==> src/rtl/core/assert_macros.svh <==
// ---------------------------------------------------------------------------
// Assertion macros
// Concurrent assertion wrappers, compiled out when SYNTHESIS is defined.
// ---------------------------------------------------------------------------
`ifndef ASSERT_MACROS_SVH
`define ASSERT_MACROS_SVH

`ifndef SYNTHESIS

// Checks a property on every clock edge outside reset.
`define ASSERT_PROP(lbl, clk, rst_n, prop) \
  lbl: assert property (@(posedge clk) disable iff (!rst_n) (prop)) \
    else $error("assertion failed");

// Checks that an expression is never true outside reset.
`define ASSERT_NEVER(lbl, clk, rst_n, expr) \
  lbl: assert property (@(posedge clk) disable iff (!rst_n) !(expr)) \
    else $error("forbidden condition seen");

`else

`define ASSERT_PROP(lbl, clk, rst_n, prop)
`define ASSERT_NEVER(lbl, clk, rst_n, expr)

`endif

`endif

==> src/rtl/core/sha256_pkg.sv <==
// ---------------------------------------------------------------------------
// SHA-256 engine package
// Shared types, command and status structs, and the initial hash and round constant tables.
// ---------------------------------------------------------------------------
`timescale 1ns / 1ps
`default_nettype none

package sha256_pkg;

  localparam logic [5:0] BlockLast = 6'h3F;
  localparam logic [5:0] LenPos    = 6'd56;
  localparam logic [7:0] PadMark   = 8'h80;
  localparam logic [5:0] RoundLast = 6'd63;
  localparam logic [2:0] WordLast  = 3'd7;

  typedef enum logic [3:0] {
    ST_IDLE,
    ST_START,
    ST_ROUND,
    ST_FOLD,
    ST_PAD_MARK,
    ST_PAD_FILL1,
    ST_PAD_FILL2,
    ST_PAD_LEN,
    ST_EMIT
  } state_e;

  // Source of a byte written into the block buffer.
  typedef enum logic [1:0] {
    BSRC_DATA,
    BSRC_MARK,
    BSRC_ZERO,
    BSRC_LEN
  } bsrc_e;

  typedef struct packed {
    logic  wr_en;
    bsrc_e wr_src;
    logic  comp_start;
    logic  round_en;
    logic  fold;
    logic  out_next;
    logic  reinit;
  } cmd_t;

  typedef struct packed {
    logic [5:0] count_lo;
    logic [5:0] pad_pos;
    logic       round_last;
    logic       out_last;
  } status_t;

  function automatic logic [31:0] init_hash(input logic [2:0] idx);
    logic [31:0] v;
    case (idx)
      3'd0:    v = 32'h6A09E667;
      3'd1:    v = 32'hBB67AE85;
      3'd2:    v = 32'h3C6EF372;
      3'd3:    v = 32'hA54FF53A;
      3'd4:    v = 32'h510E527F;
      3'd5:    v = 32'h9B05688C;
      3'd6:    v = 32'h1F83D9AB;
      3'd7:    v = 32'h5BE0CD19;
      default: v = 32'h0;
    endcase
    return v;
  endfunction

  function automatic logic [31:0] round_const(input logic [5:0] idx);
    logic [31:0] k;
    case (idx)
      6'd0:  k = 32'h428A2F98;  6'd1:  k = 32'h71374491;
      6'd2:  k = 32'hB5C0FBCF;  6'd3:  k = 32'hE9B5DBA5;
      6'd4:  k = 32'h3956C25B;  6'd5:  k = 32'h59F111F1;
      6'd6:  k = 32'h923F82A4;  6'd7:  k = 32'hAB1C5ED5;
      6'd8:  k = 32'hD807AA98;  6'd9:  k = 32'h12835B01;
      6'd10: k = 32'h243185BE;  6'd11: k = 32'h550C7DC3;
      6'd12: k = 32'h72BE5D74;  6'd13: k = 32'h80DEB1FE;
      6'd14: k = 32'h9BDC06A7;  6'd15: k = 32'hC19BF174;
      6'd16: k = 32'hE49B69C1;  6'd17: k = 32'hEFBE4786;
      6'd18: k = 32'h0FC19DC6;  6'd19: k = 32'h240CA1CC;
      6'd20: k = 32'h2DE92C6F;  6'd21: k = 32'h4A7484AA;
      6'd22: k = 32'h5CB0A9DC;  6'd23: k = 32'h76F988DA;
      6'd24: k = 32'h983E5152;  6'd25: k = 32'hA831C66D;
      6'd26: k = 32'hB00327C8;  6'd27: k = 32'hBF597FC7;
      6'd28: k = 32'hC6E00BF3;  6'd29: k = 32'hD5A79147;
      6'd30: k = 32'h06CA6351;  6'd31: k = 32'h14292967;
      6'd32: k = 32'h27B70A85;  6'd33: k = 32'h2E1B2138;
      6'd34: k = 32'h4D2C6DFC;  6'd35: k = 32'h53380D13;
      6'd36: k = 32'h650A7354;  6'd37: k = 32'h766A0ABB;
      6'd38: k = 32'h81C2C92E;  6'd39: k = 32'h92722C85;
      6'd40: k = 32'hA2BFE8A1;  6'd41: k = 32'hA81A664B;
      6'd42: k = 32'hC24B8B70;  6'd43: k = 32'hC76C51A3;
      6'd44: k = 32'hD192E819;  6'd45: k = 32'hD6990624;
      6'd46: k = 32'hF40E3585;  6'd47: k = 32'h106AA070;
      6'd48: k = 32'h19A4C116;  6'd49: k = 32'h1E376C08;
      6'd50: k = 32'h2748774C;  6'd51: k = 32'h34B0BCB5;
      6'd52: k = 32'h391C0CB3;  6'd53: k = 32'h4ED8AA4A;
      6'd54: k = 32'h5B9CCA4F;  6'd55: k = 32'h682E6FF3;
      6'd56: k = 32'h748F82EE;  6'd57: k = 32'h78A5636F;
      6'd58: k = 32'h84C87814;  6'd59: k = 32'h8CC70208;
      6'd60: k = 32'h90BEFFFA;  6'd61: k = 32'hA4506CEB;
      6'd62: k = 32'hBEF9A3F7;  6'd63: k = 32'hC67178F2;
      default: k = 32'h0;
    endcase
    return k;
  endfunction

endpackage

`default_nettype wire

==> src/rtl/core/sha256_hash_engine_unit.sv <==
// ---------------------------------------------------------------------------
// SHA-256 hash engine
// Hashes a byte stream and returns the eight digest words per message.
// ---------------------------------------------------------------------------
//
//   Channel  Direction  Handshake              Beat payload
//   in       input      in_valid_i/in_ready_o   data_byte_i, byte_present_i,
//                                               message_end_i
//   out      output     out_valid_o/out_ready_i digest_word_o, word_number_o,
//                                               final_word_o
//
// A byte beat is written straight into the block buffer; the beat that fills
// a block starts the compression (load, 64 rounds in the single round unit, fold).
// A message end adds one byte of padding per cycle, outside compressions, up to
// the next block end, with an idle step before the length field, plus one or two
// compressions, then eight output beats.
// Input is stalled while the engine compresses, pads or drains the digest.
// Reset restores the initial hash values and clears the byte count.
`timescale 1ns / 1ps
`default_nettype none
`include "assert_macros.svh"

module sha256_hash_engine_unit (
  input  wire logic        clk_i,
  input  wire logic        rst_ni,
  input  wire logic        in_valid_i,
  output logic             in_ready_o,
  input  wire logic [7:0]  data_byte_i,
  input  wire logic        byte_present_i,
  input  wire logic        message_end_i,
  output logic             out_valid_o,
  input  wire logic        out_ready_i,
  output logic [31:0]      digest_word_o,
  output logic [2:0]       word_number_o,
  output logic             final_word_o
);

  sha256_pkg::cmd_t    cmd;
  sha256_pkg::status_t status;

  sha256_ctrl u_ctrl (
    .clk_i          (clk_i),
    .rst_ni         (rst_ni),
    .in_valid_i     (in_valid_i),
    .byte_present_i (byte_present_i),
    .message_end_i  (message_end_i),
    .out_ready_i    (out_ready_i),
    .status_i       (status),
    .in_ready_o     (in_ready_o),
    .out_valid_o    (out_valid_o),
    .cmd_o          (cmd)
  );

  sha256_datapath u_datapath (
    .clk_i         (clk_i),
    .rst_ni        (rst_ni),
    .data_byte_i   (data_byte_i),
    .cmd_i         (cmd),
    .status_o      (status),
    .digest_word_o (digest_word_o),
    .word_number_o (word_number_o),
    .final_word_o  (final_word_o)
  );

  // The engine never takes input while a digest is being read out.
  `ASSERT_NEVER(a_no_in_during_out, clk_i, rst_ni, in_ready_o && out_valid_o)

  // Digest words leave in order without gaps.
  `ASSERT_PROP(a_word_order, clk_i, rst_ni, (out_valid_o && out_ready_i && !final_word_o) |=> (out_valid_o && word_number_o == $past(word_number_o) + 3'd1))

  // After the last word the engine is ready for the next message.
  `ASSERT_PROP(a_ready_after_last, clk_i, rst_ni, (out_valid_o && out_ready_i && final_word_o) |=> (in_ready_o && word_number_o == 3'd0))

endmodule

`default_nettype wire

==> src/rtl/core/sha256_datapath.sv <==
// ---------------------------------------------------------------------------
// SHA-256 datapath
// Block buffer and schedule window, working and chaining words, byte count,
// padding pointer, round counter and digest readout.
// ---------------------------------------------------------------------------
`timescale 1ns / 1ps
`default_nettype none

module sha256_datapath (
  input  wire logic              clk_i,
  input  wire logic              rst_ni,
  input  wire logic [7:0]        data_byte_i,
  input  wire sha256_pkg::cmd_t  cmd_i,
  output sha256_pkg::status_t    status_o,
  output logic [31:0]            digest_word_o,
  output logic [2:0]             word_number_o,
  output logic                   final_word_o
);

  function automatic logic [31:0] rotr(input logic [31:0] x, input int unsigned n);
    return (x >> n) | (x << (32 - n));
  endfunction

  // The buffer words double as the schedule window: word 0 is the word of
  // the current round, and each round shifts the next schedule word in.
  logic [31:0] win_q [16];
  logic [31:0] work_q [8];
  logic [31:0] chain_q [8];
  logic [63:0] count_q;
  logic [5:0]  pad_pos_q;
  logic [5:0]  round_q;
  logic [2:0]  out_idx_q;

  logic [5:0]  wr_addr;
  logic [7:0]  wr_byte;
  logic [63:0] len_bits;
  logic [63:0] len_shift;
  logic [31:0] w_new;
  logic [31:0] s0, s1, t1, t2, ch, maj, bs0, bs1;

  assign len_bits  = {count_q[60:0], 3'b000};
  // Length bytes go out most significant first at positions 56 to 63.
  assign len_shift = len_bits >> {~pad_pos_q[2:0], 3'b000};

  always_comb begin
    wr_addr = pad_pos_q;
    wr_byte = 8'h00;
    case (cmd_i.wr_src)
      sha256_pkg::BSRC_DATA: begin
        wr_addr = count_q[5:0];
        wr_byte = data_byte_i;
      end
      sha256_pkg::BSRC_MARK: begin
        wr_addr = count_q[5:0];
        wr_byte = sha256_pkg::PadMark;
      end
      sha256_pkg::BSRC_ZERO: wr_byte = 8'h00;
      sha256_pkg::BSRC_LEN:  wr_byte = len_shift[7:0];
      default:               wr_byte = 8'h00;
    endcase
  end

  always_comb begin
    s0    = rotr(win_q[1], 7) ^ rotr(win_q[1], 18) ^ (win_q[1] >> 3);
    s1    = rotr(win_q[14], 17) ^ rotr(win_q[14], 19) ^ (win_q[14] >> 10);
    w_new = s1 + win_q[9] + s0 + win_q[0];
    bs1   = rotr(work_q[4], 6) ^ rotr(work_q[4], 11) ^ rotr(work_q[4], 25);
    ch    = (work_q[4] & work_q[5]) ^ (~work_q[4] & work_q[6]);
    bs0   = rotr(work_q[0], 2) ^ rotr(work_q[0], 13) ^ rotr(work_q[0], 22);
    maj   = (work_q[0] & work_q[1]) ^ (work_q[0] & work_q[2]) ^ (work_q[1] & work_q[2]);
    t1    = work_q[7] + bs1 + ch + sha256_pkg::round_const(round_q) + win_q[0];
    t2    = bs0 + maj;
  end

  always_ff @(posedge clk_i) begin
    if (cmd_i.round_en) begin
      for (int i = 0; i < 15; i++) begin
        win_q[i] <= win_q[i+1];
      end
      win_q[15] <= w_new;
    end else if (cmd_i.wr_en) begin
      win_q[wr_addr[5:2]][{~wr_addr[1:0], 3'b000} +: 8] <= wr_byte;
    end
  end

  always_ff @(posedge clk_i or negedge rst_ni) begin
    if (!rst_ni) begin
      for (int i = 0; i < 8; i++) begin
        work_q[i]  <= 32'h0;
        chain_q[i] <= sha256_pkg::init_hash(3'(i));
      end
      count_q   <= 64'h0;
      pad_pos_q <= 6'h0;
      round_q   <= 6'h0;
      out_idx_q <= 3'h0;
    end else begin
      if (cmd_i.wr_en) begin
        case (cmd_i.wr_src)
          sha256_pkg::BSRC_DATA: count_q   <= count_q + 64'd1;
          sha256_pkg::BSRC_MARK: pad_pos_q <= count_q[5:0] + 6'd1;
          default:               pad_pos_q <= pad_pos_q + 6'd1;
        endcase
      end
      if (cmd_i.comp_start) begin
        for (int i = 0; i < 8; i++) begin
          work_q[i] <= chain_q[i];
        end
        round_q <= 6'h0;
      end
      if (cmd_i.round_en) begin
        work_q[7] <= work_q[6];
        work_q[6] <= work_q[5];
        work_q[5] <= work_q[4];
        work_q[4] <= work_q[3] + t1;
        work_q[3] <= work_q[2];
        work_q[2] <= work_q[1];
        work_q[1] <= work_q[0];
        work_q[0] <= t1 + t2;
        round_q   <= round_q + 6'd1;
      end
      if (cmd_i.fold) begin
        for (int i = 0; i < 8; i++) begin
          chain_q[i] <= chain_q[i] + work_q[i];
        end
      end
      if (cmd_i.out_next) begin
        out_idx_q <= out_idx_q + 3'd1;
      end
      if (cmd_i.reinit) begin
        for (int i = 0; i < 8; i++) begin
          chain_q[i] <= sha256_pkg::init_hash(3'(i));
        end
        count_q <= 64'h0;
      end
    end
  end

  assign status_o.count_lo   = count_q[5:0];
  assign status_o.pad_pos    = pad_pos_q;
  assign status_o.round_last = (round_q == sha256_pkg::RoundLast);
  assign status_o.out_last   = (out_idx_q == sha256_pkg::WordLast);

  assign digest_word_o = chain_q[out_idx_q];
  assign word_number_o = out_idx_q;
  assign final_word_o  = (out_idx_q == sha256_pkg::WordLast);

endmodule

`default_nettype wire

==> src/rtl/core/sha256_ctrl.sv <==
// ---------------------------------------------------------------------------
// SHA-256 controller
// Sequences byte loads, padding, block compression and digest readout.
// ---------------------------------------------------------------------------
`timescale 1ns / 1ps
`default_nettype none

module sha256_ctrl (
  input  wire logic                 clk_i,
  input  wire logic                 rst_ni,
  input  wire logic                 in_valid_i,
  input  wire logic                 byte_present_i,
  input  wire logic                 message_end_i,
  input  wire logic                 out_ready_i,
  input  wire sha256_pkg::status_t  status_i,
  output logic                      in_ready_o,
  output logic                      out_valid_o,
  output sha256_pkg::cmd_t          cmd_o
);

  sha256_pkg::state_e state_q, state_d;
  // Where to continue once a compression has been folded into the chain.
  sha256_pkg::state_e after_q, after_d;

  always_ff @(posedge clk_i or negedge rst_ni) begin
    if (!rst_ni) begin
      state_q <= sha256_pkg::ST_IDLE;
      after_q <= sha256_pkg::ST_IDLE;
    end else begin
      state_q <= state_d;
      after_q <= after_d;
    end
  end

  always_comb begin
    state_d     = state_q;
    after_d     = after_q;
    in_ready_o  = 1'b0;
    out_valid_o = 1'b0;
    cmd_o       = '0;
    cmd_o.wr_src = sha256_pkg::BSRC_DATA;
    case (state_q)
      sha256_pkg::ST_IDLE: begin
        in_ready_o = 1'b1;
        if (in_valid_i) begin
          if (byte_present_i) begin
            cmd_o.wr_en  = 1'b1;
            cmd_o.wr_src = sha256_pkg::BSRC_DATA;
          end
          if (byte_present_i && status_i.count_lo == sha256_pkg::BlockLast) begin
            state_d = sha256_pkg::ST_START;
            after_d = message_end_i ? sha256_pkg::ST_PAD_MARK : sha256_pkg::ST_IDLE;
          end else if (message_end_i) begin
            state_d = sha256_pkg::ST_PAD_MARK;
          end
        end
      end
      sha256_pkg::ST_PAD_MARK: begin
        cmd_o.wr_en  = 1'b1;
        cmd_o.wr_src = sha256_pkg::BSRC_MARK;
        // No room for the length after the marker: finish this block first.
        if (status_i.count_lo == sha256_pkg::BlockLast) begin
          state_d = sha256_pkg::ST_START;
          after_d = sha256_pkg::ST_PAD_FILL2;
        end else if (status_i.count_lo >= sha256_pkg::LenPos) begin
          state_d = sha256_pkg::ST_PAD_FILL1;
        end else begin
          state_d = sha256_pkg::ST_PAD_FILL2;
        end
      end
      sha256_pkg::ST_PAD_FILL1: begin
        cmd_o.wr_en  = 1'b1;
        cmd_o.wr_src = sha256_pkg::BSRC_ZERO;
        if (status_i.pad_pos == sha256_pkg::BlockLast) begin
          state_d = sha256_pkg::ST_START;
          after_d = sha256_pkg::ST_PAD_FILL2;
        end
      end
      sha256_pkg::ST_PAD_FILL2: begin
        if (status_i.pad_pos == sha256_pkg::LenPos) begin
          state_d = sha256_pkg::ST_PAD_LEN;
        end else begin
          cmd_o.wr_en  = 1'b1;
          cmd_o.wr_src = sha256_pkg::BSRC_ZERO;
        end
      end
      sha256_pkg::ST_PAD_LEN: begin
        cmd_o.wr_en  = 1'b1;
        cmd_o.wr_src = sha256_pkg::BSRC_LEN;
        if (status_i.pad_pos == sha256_pkg::BlockLast) begin
          state_d = sha256_pkg::ST_START;
          after_d = sha256_pkg::ST_EMIT;
        end
      end
      sha256_pkg::ST_START: begin
        cmd_o.comp_start = 1'b1;
        state_d          = sha256_pkg::ST_ROUND;
      end
      sha256_pkg::ST_ROUND: begin
        cmd_o.round_en = 1'b1;
        if (status_i.round_last) begin
          state_d = sha256_pkg::ST_FOLD;
        end
      end
      sha256_pkg::ST_FOLD: begin
        cmd_o.fold = 1'b1;
        state_d    = after_q;
      end
      sha256_pkg::ST_EMIT: begin
        out_valid_o = 1'b1;
        if (out_ready_i) begin
          cmd_o.out_next = 1'b1;
          if (status_i.out_last) begin
            cmd_o.reinit = 1'b1;
            state_d      = sha256_pkg::ST_IDLE;
          end
        end
      end
      default: begin
        state_d = sha256_pkg::ST_IDLE;
      end
    endcase
  end

endmodule

`default_nettype wire

==> config.mk <==
export PLATFORM = sky130hd
export DESIGN_NAME = sha256_hash_engine_unit
export DESIGN_NICKNAME = d
export VERILOG_FILES = /design/src/rtl/core/sha256_pkg.sv /design/src/rtl/core/sha256_hash_engine_unit.sv /design/src/rtl/core/sha256_datapath.sv /design/src/rtl/core/sha256_ctrl.sv
export VERILOG_INCLUDE_DIRS = /design/src /design/src/rtl/core
export SDC_FILE = /design/constraint.sdc
export NUM_CORES = 2
export LEC_CHECK = 0
export ABC_AREA = 0
export ABC_CLOCK_PERIOD_IN_PS = 12500
export BUFFER_PORTS_ARGS = -buffer_cell sky130_fd_sc_hd__buf_4
export CELL_PAD_IN_SITES_DETAIL_PLACEMENT = 1
export CELL_PAD_IN_SITES_GLOBAL_PLACEMENT = 1
export CORE_MARGIN = 1
export CORE_UTILIZATION = 35
export CTS_BUF_LIST = sky130_fd_sc_hd__clkbuf_4 sky130_fd_sc_hd__clkbuf_8 sky130_fd_sc_hd__clkbuf_16
export DETAILED_ROUTE_END_ITERATION = 10
export PLACE_DENSITY = 0.58
export SLEW_MARGIN = 20
export SYNTH_ARGS = -nofsm -noshare
export SYNTH_HDL_FRONTEND = slang
export SYNTH_SLANG_ARGS = --single-unit
==> constraint.sdc <==
create_clock -name clk_i -period 12.5 [get_ports clk_i]
set_input_delay 3.75 -clock clk_i [delete_from_list [all_inputs] [get_ports clk_i]]
set_output_delay 3.75 -clock clk_i [all_outputs]
set_load 0.05 [all_outputs]
After elaboration in Yosys (flattened, before gate mapping):

Memories as Yosys holds them, arrays and structs flattened.
Index checks and enable logic that the tools add are counted.

* add/subtract/negate cells: 24
* order comparisons: 2
* equal/unequal tests: 27
* shift-type cells: 3
* mux-type cells: 53
* bitwise logic cells: 31
* reduce and logical (&&, ||, !) cells: 15

Operators with widths (count)
* 256-bit two-way mux: 4
* 32-bit adder: 18
* 32-bit XOR: 9
* 64-bit two-way mux: 3
* 32-bit AND: 5
* 32-bit two-way mux: 5
* 32-bit binary-select mux with 3-bit select: 1
* 64-bit by 1-bit adder with 64-bit output, second input constant: 1
* 64-bit by 6-bit right shift with 8-bit output: 1
* 4-bit two-way mux: 15
* 32-bit NOT: 1
* 10-bit by 32-bit OR with 32-bit output: 1
* 13-bit by 32-bit OR with 32-bit output: 1
* 14-bit by 32-bit OR with 32-bit output: 1
* 15-bit by 32-bit OR with 32-bit output: 1
* 19-bit by 32-bit OR with 32-bit output: 1
* 21-bit by 32-bit OR with 32-bit output: 1
* 25-bit by 32-bit OR with 32-bit output: 1
* 26-bit by 32-bit OR with 32-bit output: 1
* 30-bit by 32-bit OR with 32-bit output: 1
* 7-bit by 32-bit OR with 32-bit output: 1
* 4-bit case mux with 8 select lines: 1
* 8-bit case mux with 4 select lines: 1
* 32-bit OR reduction: 1
* other kinds (40): 79

* flip-flop bits (word level): 599
* bits in writable memories: 512
* ROM bits: 2048
* bits of input ports: 14
* output and inout bits: 38
* word-level logic and storage cells: 179
* memories: 2

Memory list
* (name not given): depth 64, width 32, read ports 1, clocked after Yosys merged registers in 0, write ports 0, RTL line sha256_pkg.sv:71 `case (idx)`
* u_datapath.win_q: depth 16, width 32, read ports 16, clocked after Yosys merged registers in 0, write ports 16, RTL line sha256_datapath.sv:26 `logic [31:0] win_q [16];`

Logic depth before layout (Yosys ltp):

* word-level depth: 12
* gate-level depth with buffers: 42
* gate-level depth less buffers: 39

Cells and area by module:

A second synthesis with hierarchy kept.

* cell total of the unflattened synthesis: 7910
* area total of the unflattened synthesis: 78721.8 um^2

By module, submodules not included
* sha256_datapath: instances 1, cells an instance 7831, area each 78044.9 um^2, seq. area each 30259.0 um^2
* sha256_ctrl: instances 1, cells an instance 79, area each 676.9 um^2, seq. area each 175.2 um^2

Least setup slack after synthesis:

OpenSTA, ideal clock, no wires.

* kind: register to register
* from: reg u_datapath.round_q[0]
* to: reg u_datapath.work_q[255] (netlist name)
* library setup time: 0.137 ns
* arrival: 8.499 ns
* data required time: 12.363 ns
* slack: 3.865 ns
* stages on the path, launching flop included: 40
* path buffers: 2
* clock period less this slack: 8.635 ns
* path through: dfrtp_1 -> clkbuf_1 -> inv_1 -> clkbuf_1 -> ha_1 -> nor2_1 -> o21ai_0 -> o21a_1 -> mux4_2 -> fa_1 -> inv_1 -> fa_1 -> fa_1 -> inv_1 -> ha_1 -> inv_1 -> fa_1 -> nor2b_1 -> [4 not listed] -> inv_1 -> a21oi_1 -> o21bai_1 -> a21oi_1 -> xnor2_1 -> fa_1 -> ha_1 -> a21oi_1 -> and3b_1 -> a211o_1 -> a311o_1 -> o21ai_1 -> o41ai_1 -> o41ai_2 -> o31ai_1 -> a31oi_1 -> xor2_1 -> a21oi_1

* longest elaborated chain between the ends: 5

RTL lines
* start, declared: RTL line sha256_datapath.sv:31 `logic [5:0] round_q;`
* start signal, assigned: RTL line sha256_datapath.sv:119 `round_q <= round_q + 6'd1;`
* memory 64 x 32 bit
* 32-bit adder (2 in series): RTL line sha256_datapath.sv:71 `t1 = work_q[7] + bs1 + ch + sha256_pkg::round_const(round_q) + win_q[0];`
* 32-bit adder: RTL line sha256_datapath.sv:118 `work_q[0] <= t1 + t2;`
* 256-bit two-way mux: RTL line sha256_datapath.sv:110 `if (cmd_i.round_en) begin`
* end signal, assigned by index: RTL line sha256_datapath.sv:106 `work_q[i] <= chain_q[i];`
* end, declared: RTL line sha256_datapath.sv:27 `logic [31:0] work_q [8];`

Every way passes these cells.
A chain may end at the register's enable or synchronous reset.

Worst setup path in the final report:

* from: reg u_datapath.round_q[1]
* to: reg u_datapath.work_q[255] (netlist name)

The elaborated chain is that of the path after synthesis.

==> results <==
- The final period utilization is 88.36%.
- The post-placement cell area is 81080 um2.
- The synthesized area divided by synthesized cell count is 10.21 um2.
- The vias per cell is 5.690.
- The wire length of the first global-routing pass is 429800 um.
- Along the worst path, the maximum fanout reaches 15.
- In this run the remaining antenna-violating nets after routing total 0.
- Setup repair after global routing left no endpoint under its margin.
- Once the clock tree was built, the resizer swapped 0 gates to a different size.
- The total setup buffers inserted after CTS is 0.
- The number of flops mapped to enable cells by yosys is 512.
- The startpoint identified for the worst register-to-register timing path is u_datapath.round_q[1].
- The run finished with clean final reports.
- The class of the most critical setup path is reg2reg.
- The core box area is 220400 um2.
- IR analysis of the VDD net gives a maximum drop of 0.0001215 V.
- The initial antenna violation count is 7.
- The total count of max-transition violations in the final report was 0.
- The share of the synthesized area in the top cell type is 19.77%.
- The number of failing setup endpoints in the final timing report is 0.
- Global routing finished with a remaining overflow of 0.
- The destination of the worst hold path is u_ctrl.after_q[3].
- The net count after synthesis is 8228.
- The number of placement rows is 172.
- In the synthesized netlist, the cells that appear most often are 669 x sky130_fd_sc_hd__nor2_1, 655 x sky130_fd_sc_hd__nand2_1, 512 x sky130_fd_sc_hd__edfxtp_1.
- For this design, the CTS-stage hold fixing added 0 buffers.
- The sum of negative setup slack is 0 ps.
- The worst pin sits at a relative slew slack of 21.09%.
- Entering global routing, the biggest net connects 140 pins.
- Summing over every cut layer, the via total after detailed routing is 60122.
- Yosys instantiated no cell more often than sky130_fd_sc_hd__nor2_1.
- The distinct cell type count after synthesis is 104.
- For this run, the detailed router's first-pass iteration total came to 5.
- The power per cell area is 95.12 nW/um2.
- In the final layout, the share of cells above drive strength 1 is 14.64%.
- The flip-flop cell with the highest count after synthesis is sky130_fd_sc_hd__edfxtp_1.
- At the pin with the least slew margin, the transition time is 1184 ps.
- Ranked by total cell area, the synthesized netlist is headed by sky130_fd_sc_hd__edfxtp_1 20%, sky130_fd_sc_hd__dfrtp_1 15%, sky130_fd_sc_hd__ha_1 6.5%, sky130_fd_sc_hd__fa_1 5.0%, sky130_fd_sc_hd__xnor2_1 4.9%.
- The worst endpoint data arrival time is 11800 ps.
- Across every metal layer, demand over resource in global routing totals 25.69%.
- Counting instances, the worst hold path has a depth of 2.
- The wire-length estimate of the detail-placed layout is 215400 um.
- The number of H-tree levels is 4.
- In this run the worst hold path is classified as reg2reg.
- The number of hold violations in the final report is 0.
- After technology mapping, the gate count stands at 7616.
- Summing all non-filler instances in the final layout gives an area of 86020 um2.
- 52 I/O pins were placed.
- Summed over all layers, the routed wires come to 289300 um.
- The category of the worst setup path launch point is a flip-flop.
- The static leakage is 34.35 nW.
- The endpoint of the worst register-to-register path is u_datapath.work_q[255].
- The number of global-route vias before repair is 62171.
- The overall die width is 473.4 um.
- Input and output buffers added on the ports amount to 51.
- The share of synthesized flip-flops with an asynchronous set or reset is 53.75%.
- The post-detailed-route wirelength per cell is 27.38 um.
- The critical path capture point type is a flip-flop.
- TritonCTS built the clock tree.
- The mapped netlist covers 77780 um2.
- The cell sitting at the root of the clock tree is a sky130_fd_sc_hd__clkbuf_16.
- The worst min-delay path startpoint is u_ctrl.after_q[3].
- The number of buffers created by CTS is 141.
- Routability-driven placement finished with a final weighted congestion of 0.9167.
- After synthesis, flip-flops and latches occupy 39.13% of the total area.
- The maximum number of buffers from clock root to sink is 3.
- The overall die area is 224100 um2.
- The later pin in the worst-skew pair is clocked with a latency of 840 ps.
- During synthesis, Yosys emitted a total of 0 warnings.
- Counting stages on the worst path, the most repeated cell is sky130_fd_sc_hd__fa_1.
- Compared with the post-synthesis result, the final layout area differs by 10.59%.
- The first routing iteration left 4469 violations.
- The layout net count is 8101.
- In the routed design, unresolved DRC markers number 0.
- The number of fill cells in the layout is 24484.
- The worst-case clock skew is 56.35 ps.
- After clock tree synthesis, the clock-pin slew on the worst setup and hold paths is 60 ps.
- The cell accounting for the most synthesized area is sky130_fd_sc_hd__edfxtp_1.
- Counting every sink on the clock net gives 1107.
- On the worst path, the slowest cell contributes a delay of 760 ps.
- Data on the critical path is required at its endpoint by 13250 ps.
- The register-to-register path setup slack is 1460 ps.
- Across the run, the number of max-cap violations was 0.
- The core occupancy in the finished layout is 39.03%.
- The slowest stage cell on the critical path is sky130_fd_sc_hd__a2111oi_0.
- After synthesis the netlist holds a flip-flop and latch count of 1107.
- The effective utilization at floorplan is 35.30%.
- The cell count of the worst reg-to-reg path is 35.
- The die is 473.4 um tall.
- After layout, the minimum clock period comes to 11040 ps.
- The maximum operating frequency is 0.09054 GHz.
critical path, delay by kind of cell, from the launching register on:
kind | cells | cell delay (ps)
fa+ha+maj | 7 | 2950
compound gates | 15 | 4230
mux | 1 | 470
xor+xnor | 2 | 450
buf+inv | 5 | 1030
flops | 1 | 700
simple gates | 5 | 1140
metal layers:
layer,global-route usage [%],vias up,wire length [um]
li1,-,27230,-
met1,35.56,31181,132600
met2,41.74,1355,135600
met3,3.218,352,12750
met4,7.604,4,8389
met5,0,-,25
where the power goes:
part	internal, mW	total (mW)	leakage (nW)	switching, mW
clock network	2.52	4.34	2.44	1.82
registers	3.79	3.79	10.6	0
logic	0.00525	0.0493	21.3	0.0440
total	6.32	8.18	34.3	1.87
metrics by stage:
step / hold WS [ps] / power [mW] / setup WS, ps / std cells
floorplan: 449.6 / 3.858 / 3865 / 7616
global placement: 466.5 / 3.910 / 1769 / 10304
detailed placement: 472.5 / 3.910 / 1630 / 10304
CTS: 487.9 / 8.279 / 1626 / 10563
global route: 519.2 / 8.404 / 817.1 / 10565
finish: 482.1 / 8.182 / 1455 / 10567
worst max path at each step:
stage,slack [ps],cells after the start,start,to
6_report,1460,35,u_datapath.round_q[1],u_datapath.work_q[255]
4_1_cts,1630,35,u_datapath.round_q[1],u_datapath.work_q[255]
5_1_grt,820,35,u_datapath.round_q[1],u_datapath.work_q[255]
3_5_place_dp,1630,35,u_datapath.round_q[1],u_datapath.work_q[255]
3_3_place_gp,1770,35,u_datapath.round_q[1],u_datapath.work_q[255]
2_1_floorplan,3860,39,u_datapath.round_q[0],u_datapath.work_q[255]
layout by cell type (no fill, tap or decap), types with 201 or more instances in the layout:
cell	instances
sky130_fd_sc_hd__nand2_1	648
sky130_fd_sc_hd__nor2_1	666
sky130_fd_sc_hd__o21ai_0	464
sky130_fd_sc_hd__xor2_1	201
sky130_fd_sc_hd__ha_1	403
sky130_fd_sc_hd__mux2_2	266
sky130_fd_sc_hd__edfxtp_1	512
sky130_fd_sc_hd__dfrtp_1	453
sky130_fd_sc_hd__xnor2_1	431
sky130_fd_sc_hd__a21oi_1	502
sky130_fd_sc_hd__inv_1	257
sequential cells by signal (all words and copies together) (netlist names):
register / flops
u_datapath.word_number_o: 3
u_ctrl.state_q: 4
u_ctrl.after_q: 3
u_datapath.count_q: 61
u_datapath.win_q: 512
u_datapath.chain_q: 256
u_datapath.round_q: 6
u_datapath.pad_pos_q: 6
u_datapath.work_q: 256
logic make-up (layout without fill, tap and decap cells):
| logic type | after synthesis | after routing | share of synthesized area, % |
|---|---|---|---|
| and+or+nand+nor | 2030 | 2030 | 12.47 |
| other | 0 | 4 | 0 |
| adders and majority gates | 624 | 624 | 11.84 |
| xor gates and xnor gates | 633 | 633 | 7.145 |
| muxes | 640 | 640 | 10.87 |
| buffers and inverters | 688 | 677 | 3.520 |
| DFF | 1107 | 1107 | 39.13 |
| AOI/OAI and AO/OA | 1894 | 1894 | 15.03 |
final cells by class:
cell class | instances | area, um2 | share of cell area, %
antenna | 4 | 10.01 | 0.01164
clock buffer | 188 | 3974 | 4.620
clock inverter | 71 | 944.7 | 1.098
inverter | 261 | 979.7 | 1.139
multi-input combinational | 5821 | 44720 | 51.99
sequential | 1107 | 30450 | 35.40
tap | 2958 | 3701 | 4.303
timing repair buffer | 157 | 1236 | 1.437
Note: power is estimated with default switching activity, not from simulation.
